`config.mk`:
```
export PLATFORM = sky130hd
export DESIGN_NAME = segment_address_translator
export DESIGN_NICKNAME = d
export VERILOG_FILES = /design/src/rtl/core/sat_pkg.sv /design/src/rtl/core/segment_address_translator.sv /design/src/rtl/core/sat_ram.sv /design/src/rtl/core/sat_ctrl.sv /design/src/rtl/core/sat_dp.sv
export SDC_FILE = /design/constraint.sdc
export NUM_CORES = 2
export LEC_CHECK = 0
export ABC_AREA = 1
export BUFFER_PORTS_ARGS = -buffer_cell sky130_fd_sc_hd__buf_2
export CAP_MARGIN = 20
export CORE_ASPECT_RATIO = 1.75
export CORE_MARGIN = 2
export CORE_UTILIZATION = 47
export DETAILED_ROUTE_END_ITERATION = 8
export PLACE_DENSITY = 0.63
export SETUP_SLACK_MARGIN = 0.2
export SLEW_MARGIN = 40
export SYNTH_ARGS = -nofsm -noshare
export SYNTH_HDL_FRONTEND = slang
export SYNTH_SLANG_ARGS = --single-unit
```
`constraint.sdc`:
```
create_clock -name i_clk -period 8.05 [get_ports i_clk]
set_input_delay 0.805 -clock i_clk [delete_from_list [all_inputs] [get_ports i_clk]]
set_output_delay 0.805 -clock i_clk [all_outputs]
set_load 0.03 [all_outputs]
```
`src/rtl/core/sat_pkg.sv`:
```
// Shared types and constants for the segment address translator.
// No dependencies; imported by every module of the block but sat_ram.
package sat_pkg;

    // Default sizes, handed to the top level parameters
    localparam int DEF_TABLE_ENTRIES = 16;
    localparam int DEF_ADDRESS_BITS  = 32;

    // Segment size register
    localparam int              CFG_W         = 17;
    localparam logic [CFG_W-1:0] MAX_SEG_RESET = 17'd64;
    localparam logic [CFG_W-1:0] MAX_SEG_LIMIT = 17'd65536;

    // Command codes
    localparam logic [1:0] CMD_CLEAR  = 2'd0;
    localparam logic [1:0] CMD_WRITE  = 2'd1;
    localparam logic [1:0] CMD_XLATE  = 2'd2;
    localparam logic [1:0] CMD_UNUSED = 2'd3;

    // Result status codes
    localparam logic [1:0] ST_OK       = 2'd0;
    localparam logic [1:0] ST_SEGFAULT = 2'd1;
    localparam logic [1:0] ST_MISSING  = 2'd2;
    localparam logic [1:0] ST_UPDATED  = 2'd3;

    // Input word
    typedef struct packed {
        logic [1:0]  cmd;
        logic [3:0]  slot;
        logic [31:0] entry_id;
        logic [31:0] entry_base;
        logic [31:0] entry_size;
        logic [31:0] logical_address;
    } t_sat_in;

    // Result word
    typedef struct packed {
        logic [31:0] physical_address;
        logic [31:0] segment_number;
        logic [15:0] offset;
        logic [1:0]  status;
    } t_sat_out;

    // One table entry as stored in the RAM
    typedef struct packed {
        logic [31:0] id;
        logic [31:0] base;
        logic [31:0] size;
    } t_entry;

    // Controller states
    typedef enum logic [1:0] {
        S_IDLE,
        S_DIV,
        S_SEARCH,
        S_DONE
    } t_state;

    // Controller to datapath commands
    typedef struct packed {
        logic load;
        logic tbl_clear;
        logic tbl_write;
        logic div_step;
        logic srch_step;
        logic res_upd;
        logic res_xlt;
    } t_dp_cmd;

    // Datapath to controller status
    typedef struct packed {
        logic div_last;
        logic srch_hit;
        logic srch_miss;
    } t_dp_sts;

endpackage

```
`src/rtl/core/segment_address_translator.sv`:
```
// Top level of the segment address translator: controller plus datapath.
// Depends on sat_pkg, sat_ctrl, sat_dp (and sat_ram through sat_dp).
//
//  port group        dir  handshake           word
//  ----------------  ---  ------------------  --------------------------
//  command           in   start / busy        i_in  (t_sat_in)
//  result            out  o_valid (strobe)    o_out (t_sat_out)
//  segment size reg  in   i_cfg_we            i_cfg_data (17 bits)
//
//  A word is taken when start is high and busy is low; busy then stays high
//  until the result strobe. Clear, write and unused commands go straight to
//  the report state. A translate first runs the bit-serial divider, then
//  walks the table RAM one read per cycle until a valid slot matches or the
//  last slot is read, so it takes longer the higher the matching slot.
//  Reset is synchronous and active low; it sets the segment size to 64 and
//  empties the table. The result strobe is high for a single cycle; nothing
//  stalls it.
module segment_address_translator #(
    parameter int TABLE_ENTRIES = sat_pkg::DEF_TABLE_ENTRIES,
    parameter int ADDRESS_BITS  = sat_pkg::DEF_ADDRESS_BITS
) (
    input  logic                      i_clk,
    input  logic                      i_rst_n,
    input  logic                      start,
    output logic                      busy,
    input  sat_pkg::t_sat_in          i_in,
    output logic                      o_valid,
    output sat_pkg::t_sat_out         o_out,
    input  logic                      i_cfg_we,
    input  logic [sat_pkg::CFG_W-1:0] i_cfg_data
);
    import sat_pkg::*;

    t_dp_cmd dp_cmd;
    t_dp_sts dp_sts;

    // sequencer
    sat_ctrl u_ctrl (
        .i_clk   (i_clk),
        .i_rst_n (i_rst_n),
        .i_start (start),
        .i_cmd   (i_in.cmd),
        .i_sts   (dp_sts),
        .o_cmd   (dp_cmd),
        .o_busy  (busy),
        .o_done  (o_valid)
    );

    // datapath
    sat_dp #(
        .TABLE_ENTRIES (TABLE_ENTRIES),
        .ADDRESS_BITS  (ADDRESS_BITS)
    ) u_dp (
        .i_clk      (i_clk),
        .i_rst_n    (i_rst_n),
        .i_cfg_we   (i_cfg_we),
        .i_cfg_data (i_cfg_data),
        .i_in       (i_in),
        .i_cmd      (dp_cmd),
        .o_sts      (dp_sts),
        .o_out      (o_out)
    );

endmodule

```
`src/rtl/core/sat_ram.sv`:
```
// Generic single-port-write, single-port-read RAM with registered read data.
// No dependencies.
module sat_ram #(
    parameter int WIDTH = 8,
    parameter int DEPTH = 16,
    parameter int ADR_W = (DEPTH > 1) ? $clog2(DEPTH) : 1
) (
    input  logic             i_clk,
    input  logic             i_we,
    input  logic [ADR_W-1:0] i_waddr,
    input  logic [WIDTH-1:0] i_wdata,
    input  logic [ADR_W-1:0] i_raddr,
    output logic [WIDTH-1:0] o_rdata
);

    logic [WIDTH-1:0] r_mem [DEPTH];
    logic [WIDTH-1:0] r_rdata;

    // write port
    always_ff @(posedge i_clk) begin
        if (i_we) begin
            r_mem[i_waddr] <= i_wdata;
        end
    end

    // registered read port
    always_ff @(posedge i_clk) begin
        r_rdata <= r_mem[i_raddr];
    end

    assign o_rdata = r_rdata;

endmodule

```
`src/rtl/core/sat_ctrl.sv`:
```
// Sequencer for the segment address translator: accept, divide, search, report.
// Depends on sat_pkg.
module sat_ctrl (
    input  logic            i_clk,
    input  logic            i_rst_n,
    input  logic            i_start,
    input  logic [1:0]      i_cmd,
    input  sat_pkg::t_dp_sts i_sts,
    output sat_pkg::t_dp_cmd o_cmd,
    output logic            o_busy,
    output logic            o_done
);
    import sat_pkg::*;

    t_state r_state;
    t_state n_state;

    // state register
    always_ff @(posedge i_clk) begin
        if (!i_rst_n) begin
            r_state <= S_IDLE;
        end else begin
            r_state <= n_state;
        end
    end

    // next state
    always_comb begin
        n_state = r_state;
        case (r_state)
            S_IDLE: begin
                if (i_start) begin
                    n_state = (i_cmd == CMD_XLATE) ? S_DIV : S_DONE;
                end
            end
            S_DIV: begin
                if (i_sts.div_last) begin
                    n_state = S_SEARCH;
                end
            end
            S_SEARCH: begin
                if (i_sts.srch_hit || i_sts.srch_miss) begin
                    n_state = S_DONE;
                end
            end
            S_DONE:  n_state = S_IDLE;
            default: n_state = S_IDLE;
        endcase
    end

    // outputs
    always_comb begin
        o_cmd  = '0;
        o_busy = 1'b1;
        o_done = 1'b0;
        case (r_state)
            S_IDLE: begin
                o_busy          = 1'b0;
                o_cmd.load      = i_start;
                o_cmd.tbl_clear = i_start && (i_cmd == CMD_CLEAR);
                o_cmd.tbl_write = i_start && (i_cmd == CMD_WRITE);
                o_cmd.res_upd   = i_start && (i_cmd != CMD_XLATE);
            end
            S_DIV: begin
                o_cmd.div_step = 1'b1;
            end
            S_SEARCH: begin
                o_cmd.srch_step = 1'b1;
                o_cmd.res_xlt   = i_sts.srch_hit || i_sts.srch_miss;
            end
            S_DONE: begin
                o_done = 1'b1;
            end
            default: begin
                o_busy = 1'b1;
            end
        endcase
    end

endmodule

```
`src/rtl/core/sat_dp.sv`:
```
// Datapath: segment size register, bit-serial divider, segment table and search.
// Depends on sat_pkg and sat_ram.
module sat_dp #(
    parameter int TABLE_ENTRIES = sat_pkg::DEF_TABLE_ENTRIES,
    parameter int ADDRESS_BITS  = sat_pkg::DEF_ADDRESS_BITS
) (
    input  logic                      i_clk,
    input  logic                      i_rst_n,
    input  logic                      i_cfg_we,
    input  logic [sat_pkg::CFG_W-1:0] i_cfg_data,
    input  sat_pkg::t_sat_in          i_in,
    input  sat_pkg::t_dp_cmd          i_cmd,
    output sat_pkg::t_dp_sts          o_sts,
    output sat_pkg::t_sat_out         o_out
);
    import sat_pkg::*;

    localparam int          IDX_W     = (TABLE_ENTRIES > 1) ? $clog2(TABLE_ENTRIES) : 1;
    localparam int          BIT_W     = $clog2(ADDRESS_BITS);
    localparam logic [31:0] ADDR_MASK = 32'((64'd1 << ADDRESS_BITS) - 64'd1);
    localparam logic [IDX_W-1:0] LAST_IDX = IDX_W'(TABLE_ENTRIES - 1);
    localparam logic [BIT_W-1:0] LAST_BIT = BIT_W'(ADDRESS_BITS - 1);

    logic [CFG_W-1:0]        r_max_seg;
    logic [CFG_W-1:0]        r_div;
    logic [CFG_W-1:0]        n_div;
    logic [ADDRESS_BITS-1:0] r_dvd;
    logic [CFG_W-1:0]        r_rem;
    logic [BIT_W-1:0]        r_bit;
    logic [CFG_W:0]          trial;
    logic [CFG_W:0]          diff;
    logic                    qbit;
    logic [TABLE_ENTRIES-1:0] r_valid;
    logic [IDX_W-1:0]        r_idx;
    logic [IDX_W-1:0]        r_pidx;
    logic                    r_pend;
    logic                    slot_ok;
    logic [IDX_W-1:0]        wr_idx;
    t_entry                  wr_entry;
    t_entry                  rd_entry;
    logic                    match;
    logic [31:0]             segno;
    logic [31:0]             off_ext;
    t_sat_out                r_out;

    // segment size register
    always_ff @(posedge i_clk) begin
        if (!i_rst_n) begin
            r_max_seg <= MAX_SEG_RESET;
        end else if (i_cfg_we) begin
            r_max_seg <= i_cfg_data;
        end
    end

    // zero acts as one, anything above the limit as the limit
    always_comb begin
        if (r_max_seg == '0) begin
            n_div = CFG_W'(1);
        end else if (r_max_seg > MAX_SEG_LIMIT) begin
            n_div = MAX_SEG_LIMIT;
        end else begin
            n_div = r_max_seg;
        end
    end

    // restoring divider step, one quotient bit per cycle
    assign trial = {r_rem, r_dvd[ADDRESS_BITS-1]};
    assign diff  = trial - {1'b0, r_div};
    assign qbit  = (trial >= {1'b0, r_div});

    always_ff @(posedge i_clk) begin
        if (i_cmd.load) begin
            r_dvd <= i_in.logical_address[ADDRESS_BITS-1:0];
            r_rem <= '0;
            r_div <= n_div;
        end else if (i_cmd.div_step) begin
            r_dvd <= {r_dvd[ADDRESS_BITS-2:0], qbit};
            r_rem <= qbit ? diff[CFG_W-1:0] : trial[CFG_W-1:0];
        end
    end

    // divider bit counter
    always_ff @(posedge i_clk) begin
        if (!i_rst_n) begin
            r_bit <= '0;
        end else if (i_cmd.load) begin
            r_bit <= '0;
        end else if (i_cmd.div_step && (r_bit != LAST_BIT)) begin
            r_bit <= r_bit + BIT_W'(1);
        end
    end

    assign o_sts.div_last = (r_bit == LAST_BIT);

    // table write path
    assign slot_ok  = ({5'd0, i_in.slot} < 9'(TABLE_ENTRIES));
    assign wr_idx   = IDX_W'(i_in.slot);
    assign wr_entry = '{id: i_in.entry_id, base: i_in.entry_base, size: i_in.entry_size};

    // valid bits, cleared at once
    always_ff @(posedge i_clk) begin
        if (!i_rst_n) begin
            r_valid <= '0;
        end else if (i_cmd.tbl_clear) begin
            r_valid <= '0;
        end else if (i_cmd.tbl_write && slot_ok) begin
            r_valid[wr_idx] <= 1'b1;
        end
    end

    sat_ram #(
        .WIDTH ($bits(t_entry)),
        .DEPTH (TABLE_ENTRIES)
    ) u_table (
        .i_clk   (i_clk),
        .i_we    (i_cmd.tbl_write && slot_ok),
        .i_waddr (wr_idx),
        .i_wdata (wr_entry),
        .i_raddr (r_idx),
        .o_rdata (rd_entry)
    );

    // search walk: address issued now, entry compared next cycle
    always_ff @(posedge i_clk) begin
        if (!i_rst_n) begin
            r_idx  <= '0;
            r_pidx <= '0;
            r_pend <= 1'b0;
        end else if (i_cmd.load) begin
            r_idx  <= '0;
            r_pidx <= '0;
            r_pend <= 1'b0;
        end else if (i_cmd.srch_step) begin
            r_pend <= 1'b1;
            r_pidx <= r_idx;
            if (r_idx != LAST_IDX) begin
                r_idx <= r_idx + IDX_W'(1);
            end
        end
    end

    assign segno   = 32'(r_dvd);
    assign off_ext = 32'(r_rem[15:0]);
    assign match   = r_pend && r_valid[r_pidx] && (rd_entry.id == segno);

    assign o_sts.srch_hit  = match;
    assign o_sts.srch_miss = r_pend && (r_pidx == LAST_IDX) && !match;

    // result word
    always_ff @(posedge i_clk) begin
        if (i_cmd.res_upd) begin
            r_out <= '{physical_address: 32'd0, segment_number: 32'd0,
                       offset: 16'd0, status: ST_UPDATED};
        end else if (i_cmd.res_xlt) begin
            r_out.segment_number <= segno;
            r_out.offset         <= r_rem[15:0];
            if (!match) begin
                r_out.physical_address <= 32'd0;
                r_out.status           <= ST_MISSING;
            end else if (off_ext < rd_entry.size) begin
                r_out.physical_address <= (rd_entry.base + off_ext) & ADDR_MASK;
                r_out.status           <= ST_OK;
            end else begin
                r_out.physical_address <= 32'd0;
                r_out.status           <= ST_SEGFAULT;
            end
        end
    end

    assign o_out = r_out;

endmodule

```
# Word-level counts from Yosys, hierarchy flattened
# Memory sizes are Yosys's and may differ from the RTL's. A register that Yosys moved wholly into a read port is not among the register bits.
# Index checks and enable logic that the tools add are counted.
[classes]
n_bitwise = 2
add_sub_neg = 4
n_mux = 26
n_lt_le_gt_ge = 6
n_reduce_logical = 20
eq_ne = 14
[ops]
columns = ["cell", "n"]
rows = [
  ["$mux W32", 4],
  ["$mux W17", 2],
  ["$add A32 B16 Y32", 1],
  ["$eq A32 B32 Y1", 1],
  ["$lt A16 B32 Y1", 1],
  ["$ge A18 B17 Y1", 1],
  ["$gt A17 B17 Y1 const B", 1],
  ["$logic_not A17 Y1", 1],
  ["$sub A17 B17 Y17", 1],
  ["$or A16 B16 Y16", 1],
  ["$mux W1", 11],
  ["$lt A4 B5 Y1 const B", 2],
  ["$mux W2", 5],
  ["$logic_and A1 B1 Y1", 9],
  ["$pmux W2 S4", 1],
  ["$eq A2 B2 Y1 const B", 3],
  ["$ne A2 B2 Y1 const B", 3],
  ["$reduce_or A2 Y1", 3],
  ["$add A5 B1 Y5 const B", 1],
  ["$eq A5 B5 Y1 const B", 1],
  ["$ne A5 B5 Y1 const B", 1],
  ["$add A4 B1 Y4 const B", 1],
  ["$bmux W1 S4", 1],
  ["$demux W1 S4", 1],
  ["13 further kinds", 15],
]
[totals]
reg_bits = 197
n_memories = 1
output_inout_bits = 84
word_cells = 88
in_bits = 155
ram_bits = 1536
[mem_list]
columns = ["memory", "words", "word_bits", "read_ports", "rd_ports_with_merged_regs", "wr", "line_no", "rtl"]
rows = [
  ["u_dp.u_table.r_mem", 16, 96, 1, 1, 1, "sat_ram.sv:16", "logic [WIDTH-1:0] r_mem [DEPTH];"],
]

# Logic depth before layout (Yosys ltp)
[depth]
word_depth = 9
mapped_depth = 16
mapped_depth_nobuf = 16

# Cells and area by module
# A second synthesis with hierarchy kept.
[hier_totals]
hier_cells = 8020
hier_area_um2 = 79465.0
[by_module_without_submodules]
columns = ["mod", "seq_area_each_um2", "area_per_inst_um2", "n_inst", "cells_each"]
rows = [
  ["sat_ram", 48046.1, 67637.4, 1, 6302],
  ["sat_dp", 4394.2, 11588.6, 1, 1680],
  ["sat_ctrl", 40.0, 239.0, 1, 38],
]

# Worst setup path before layout
# No wires, ideal clock.
[synth_timing]
kind = "in2reg"
startpoint = "input start"
endpoint = "memory u_dp.u_table.r_mem[12][0] (netlist name) (enable)"
required_ns = 7.497
cell_stages = 7
setup_ns = 0.553
path_buffers = 0
arrival_ns = 5.663
setup_slack_ns = 1.834
path_cell_list = "nand2_1 or2_2 nor2_1 nand2_1 nor2_1 inv_1 nor2_1"
[synth_via]
elab_chain_cells = 4
[synth_rtl]
columns = ["item", "line_no", "rtl"]
rows = [
  ["start, declared", "segment_address_translator.sv:24", "input logic start,"],
  ["$logic_and A1 B1 Y1", "sat_ctrl.sv:61", "o_cmd.tbl_write = i_start && (i_cmd == CMD_WRITE);"],
  ["$mux W3", "sat_ctrl.sv:56", "case (r_state)"],
  ["$mux W1", "sat_ram.sv:21", "if (i_we) begin"],
  ["$mux W1 (implied by the code)", "sat_ram.sv:22", "r_mem[i_waddr] <= i_wdata;"],
  ["end, declared", "sat_ram.sv:16", ""],
]
# Every way passes these cells.

# Final worst setup path
[layout_timing]
startpoint = "register u_ctrl.r_state[0]"
endpoint = "memory u_dp.u_table.r_mem[10][61] (netlist name) (enable)"
[layout_via]
elab_chain_cells = 4
[layout_rtl]
columns = ["item", "line_no", "rtl"]
rows = [
  ["start, declared", "sat_ctrl.sv:15", "t_state r_state;"],
  ["start signal, assigned", "sat_ctrl.sv:23", "r_state <= n_state;"],
  ["$logic_not A2 Y1", "sat_ctrl.sv:56", ""],
  ["$mux W3", "sat_ctrl.sv:56", ""],
  ["$mux W1", "sat_ram.sv:21", ""],
  ["$mux W1 (implied by the code)", "sat_ram.sv:22", ""],
]
# Every way passes these cells.

==> summary.md <==
| Metric | Value |
|---|---|
| Syn Inst Count | 5989 |
| Floorplan die area | 157000 sq um |
| H-tree levels | 4 |
| TNS Setup | 0 ns |
| Number of clock sinks seen by CTS | between 1500 and 2000 |
| Highest fanout seen on the critical path | 33 |
| Y dimension of the die | 523 microns |
| I/O pin cnt | 239 |
| Register clock-pin slew on the reported worst setup and hold paths | 0.07 ns |
| Leak pwr | 28.1 nW |
| Number of global-route vias before repair | 46818 |
| Cell row count | 190 |
| Effective utilization at floorplan | 0.473 |
| Req. time, crit path | ~8.5 ns |
| Power, Total | 0.0239 W |
| Cell with the most instances on the worst path | buf_4 |
| Skew final | 0.0387 ns |
| DRT Wirelength | slightly above 200000 microns |
| Number of synthesized flops with an enable pin | 1585 |
| Total number of vias | 47669 |
| Measured slew at the worst slew-check pin | 0.871 ns |
| Post-route DRC | 0 |
| Clock Tree Root | clkbuf_16 |
| Antenna violations before repair | 29 |
| CTS tree | yes |
| Overall fraction of global-route tracks in use | 0.254 |
| Setup repair after global routing missed its margin | no |
| TritonCTS buffer count | about 160 |
| Detailed-routing iteration count for the pre-antenna-repair pass | 6 |
| Maximum number of pins on one net before global-route repair | 183 |
| Register bit total from synthesis | around 1800 |
| Ys flop type | edfxtp_1 |
| Status | finished clean |
| Normalized max-slew margin | 0.419 |
| Maximum resistive drop on vdd | 223 uV |
| Global-route wire length before repair | 296000 microns |
| Starting DRC count in detailed routing | 4488 |
| Vias per cell | between 5 and 6 |
| Number of distinct standard cells referenced by the synthesized netlist | 47 |
| Post-synthesis to final-layout area growth | 11.7% |
| Share of the yosys chip area belonging to registers | 0.726 |
| Final count of hold timing violations | 0 |
| Fraction of the core area covered by cells at the end of the flow | 0.529 |
| Master of the slowest instance on the critical path | buf_4 |
| Power Density | between 200 and 300 nW/um^2 |
| Final GP Congestion | 0.955 |
| Placed wire-length estimate after detailed placement | 122000 microns |
| Setup Fix Bufs, Post-CTS | 0 |
| Fraction of final layout cells with drive strength greater than 1 | 0.0970 |
| Floorplan core area | 153000 sq um |
| Die Span X | between 300 and 400 microns |
| Async S/R FF share, synth | 0 |
| Critical path, cell by cell | inv_1 > ha_1 > nand2_1 > or2_2 > nor2_1 > nand3_1 > nor2_4 > buf_4 > buf_4 |
| Max cap viols | 0 |
| Path class of the lowest-slack min-delay path | primary input to flop |
| Kind of start point of the critical path | flop |
| Crit. End Element | flop |
| Minimum clock period | 4.08 ns |
| Later-pin clock latency in the skew report | 0.82 ns |
| Port Buffers | around 240 |
| Tcrit/Tclk final | 0.507 |
| Post-detailed-route wirelength per cell | 24.5 microns |
| # hold bufs at CTS | 0 |
| Net count of the finished layout | 6327 |
| Total of cells resized after clock tree synthesis | 0 |
| Post-synthesis average cell area | between 10 and 15 sq um |
| Count of fill cells added during filler insertion | about 13000 |
| Top achievable clock speed | 245 MHz |
| # setup viols final | 0 |
| Leftover overflow at the end of global routing | 0 |
| Antenna violation net count after detailed routing | 0 |
| Critical path's largest stage delay | 0.62 ns |
| Number of nets produced by synthesis | 6203 |
| Max-slew violation count | 0 |
| Maximum clock insertion buffer count | 3 |
| CP Data Arrival Time | 4.52 ns |
| Number of warnings printed during yosys synthesis | 0 |
| Cell area after synthesis | 72300 sq um |
| Category of the critical setup timing path | flop to flop |
[cell families (layout without fill, tap and decap cells)]
group	count (synthesis)	after routing	share of synthesized area
XOR/XNOR	28	28	0.00339
AND/OR/NAND/NOR	2053	2053	0.114
buffers and inverters	591	850	0.0328
other	0	13	0
adder cells (fa/ha/maj)	59	59	0.0104
flip-flops	1829	1829	0.726
AO/OA/AOI/OAI	1429	1429	0.114
[routing by layer]
layer	vias up	part of all wire	global-route usage
met5	-	0.00040	0
met4	12	0.054	0.139
met3	401	0.055	0.0356
met2	1594	0.52	0.454
met1	23765	0.37	0.293
li1	21897	-	-
[sequential cells by signal, indices dropped and copies added, names as in the netlist, 4 cells and up]
signal / count
u_dp.o_out: 82
u_dp.r_bit: 5
u_dp.r_div: 17
u_dp.r_dvd: 32
u_dp.r_idx: 4
u_dp.r_max_seg: 17
u_dp.r_pidx: 4
u_dp.r_rem: 17
u_dp.r_valid: 16
u_dp.u_table.o_rdata: 96
u_dp.u_table.r_mem: 1536
[synth_stat cells (2+ instances only)]
library cell | count | area (sq um)
nand3b_1 | 13 | 97.6
a21oi_1 | 81 | 405
a31oi_1 | 3 | 18.8
nand2_1 | 659 | 2470
buf_2 | 52 | 260
o22ai_1 | 229 | 1430
xor2_1 | 18 | 158
dfxtp_1 | 244 | 4880
o31ai_1 | 2 | 15.0
xnor2_1 | 10 | 87.6
clkinv_1 | 4 | 15.0
a21oi_2 | 3 | 26.3
o21bai_1 | 8 | 60.1
buf_4 | 3 | 22.5
inv_1 | 233 | 875
o21ai_1 | 39 | 195
a21o_1 | 3 | 22.5
buf_1 | 11 | 41.3
nand2_2 | 6 | 37.5
nand3_1 | 245 | 1230
nand4_1 | 20 | 125
buf_6 | 9 | 101
or2_2 | 8 | 50.1
nor2_1 | 1065 | 4000
o21a_1 | 2 | 15.0
clkbuf_1 | 272 | 1020
o211ai_1 | 46 | 345
nor4_1 | 7 | 43.8
ha_1 | 57 | 713
o221ai_1 | 157 | 1380
inv_2 | 6 | 22.5
nor3_1 | 22 | 110
o21ai_0 | 852 | 4260
edfxtp_1 | 1585 | 47600
nand2_4 | 2 | 22.5
fa_1 | 2 | 40.0
[power by group]
group	internal (W)	total (W)	leakage, nW	switching (W)
clock network	0.00407	0.00751	2.48	0.00343
logic	0.00142	0.00485	9.37	0.00343
registers	0.0108	0.0115	16.3	0.000751
total	0.0163	0.0239	28.1	0.00762
[per-stage QoR]
stage,std cells,setup WS [ns],area [sq um],hold slack (ns)
global route,8270,3.81,80800,0.219
finish,8277,3.97,80800,0.225
global placement,7956,3.50,75300,0.451
floorplan,5989,1.83,72300,0.440
CTS,8262,3.95,80700,0.189
detailed placement,7967,3.70,75600,0.456
[layout make-up]
class,count,area [sq um],area share
sequential,1829,52500,0.650
multi-input combinational,3569,17600,0.218
clock buffer,216,4450,0.0551
tap,2016,2520,0.0312
timing repair buffer,312,2080,0.0258
inverter,243,945,0.0117
clock inverter,79,667,0.00825
antenna,13,32.5,0.000403
[worst paths after layout]
| kind | startpoint | to | slack [ns] | cells after the start |
|---|---|---|---|---|
| max reg2reg | u_ctrl.r_state[0]$_SDFFE_PN0P_ | u_dp.u_table.r_mem[10][61]$_DFFE_PP_ | 3.97 | 9 |
| min reg2reg | u_dp.o_out[80]$_SDFFE_PP0P_ | u_dp.o_out[80]$_SDFFE_PP0P_ | 0.46 | 2 |
| min | i_cfg_data[10] | u_dp.r_max_seg[10]$_SDFFE_PN0P_ | 0.23 | 3 |
| max | u_ctrl.r_state[0]$_SDFFE_PN0P_ | u_dp.u_table.r_mem[10][61]$_DFFE_PP_ | 3.97 | 9 |
[critical path: cells and delay by family (launching register included)]
kind / cells / cell delay [ns]
simple gates: 5 / 1.79
buf+inv: 3 / 1.28
flops: 1 / 0.33
fa+ha+maj: 1 / 0.25
[layout by cell type (no fill, tap or decap), types with 9 or more instances in the layout]
master and count:
nand3_1 245, clkbuf_8 17, o21ai_1 39, nand4_1 20, nand2_1 659, buf_4 36, edfxtp_1 1585, buf_8 9
clkinv_2 25, inv_1 232, ha_1 57, nor2_1 1046, clkbuf_16 163, buf_12 11, xnor2_1 10, clkbuf_1 36
xor2_1 18, o221ai_1 157, dfxtp_1 241, o21ai_0 852, o22ai_1 229, buf_6 14, diode_2 13, o211ai_1 46
nand3b_1 13, a21oi_1 81, clkinv_1 25, nor2_4 18, nor3_1 22, buf_2 238, clkinvlp_4 9
Power figures use the tool's default switching activity.
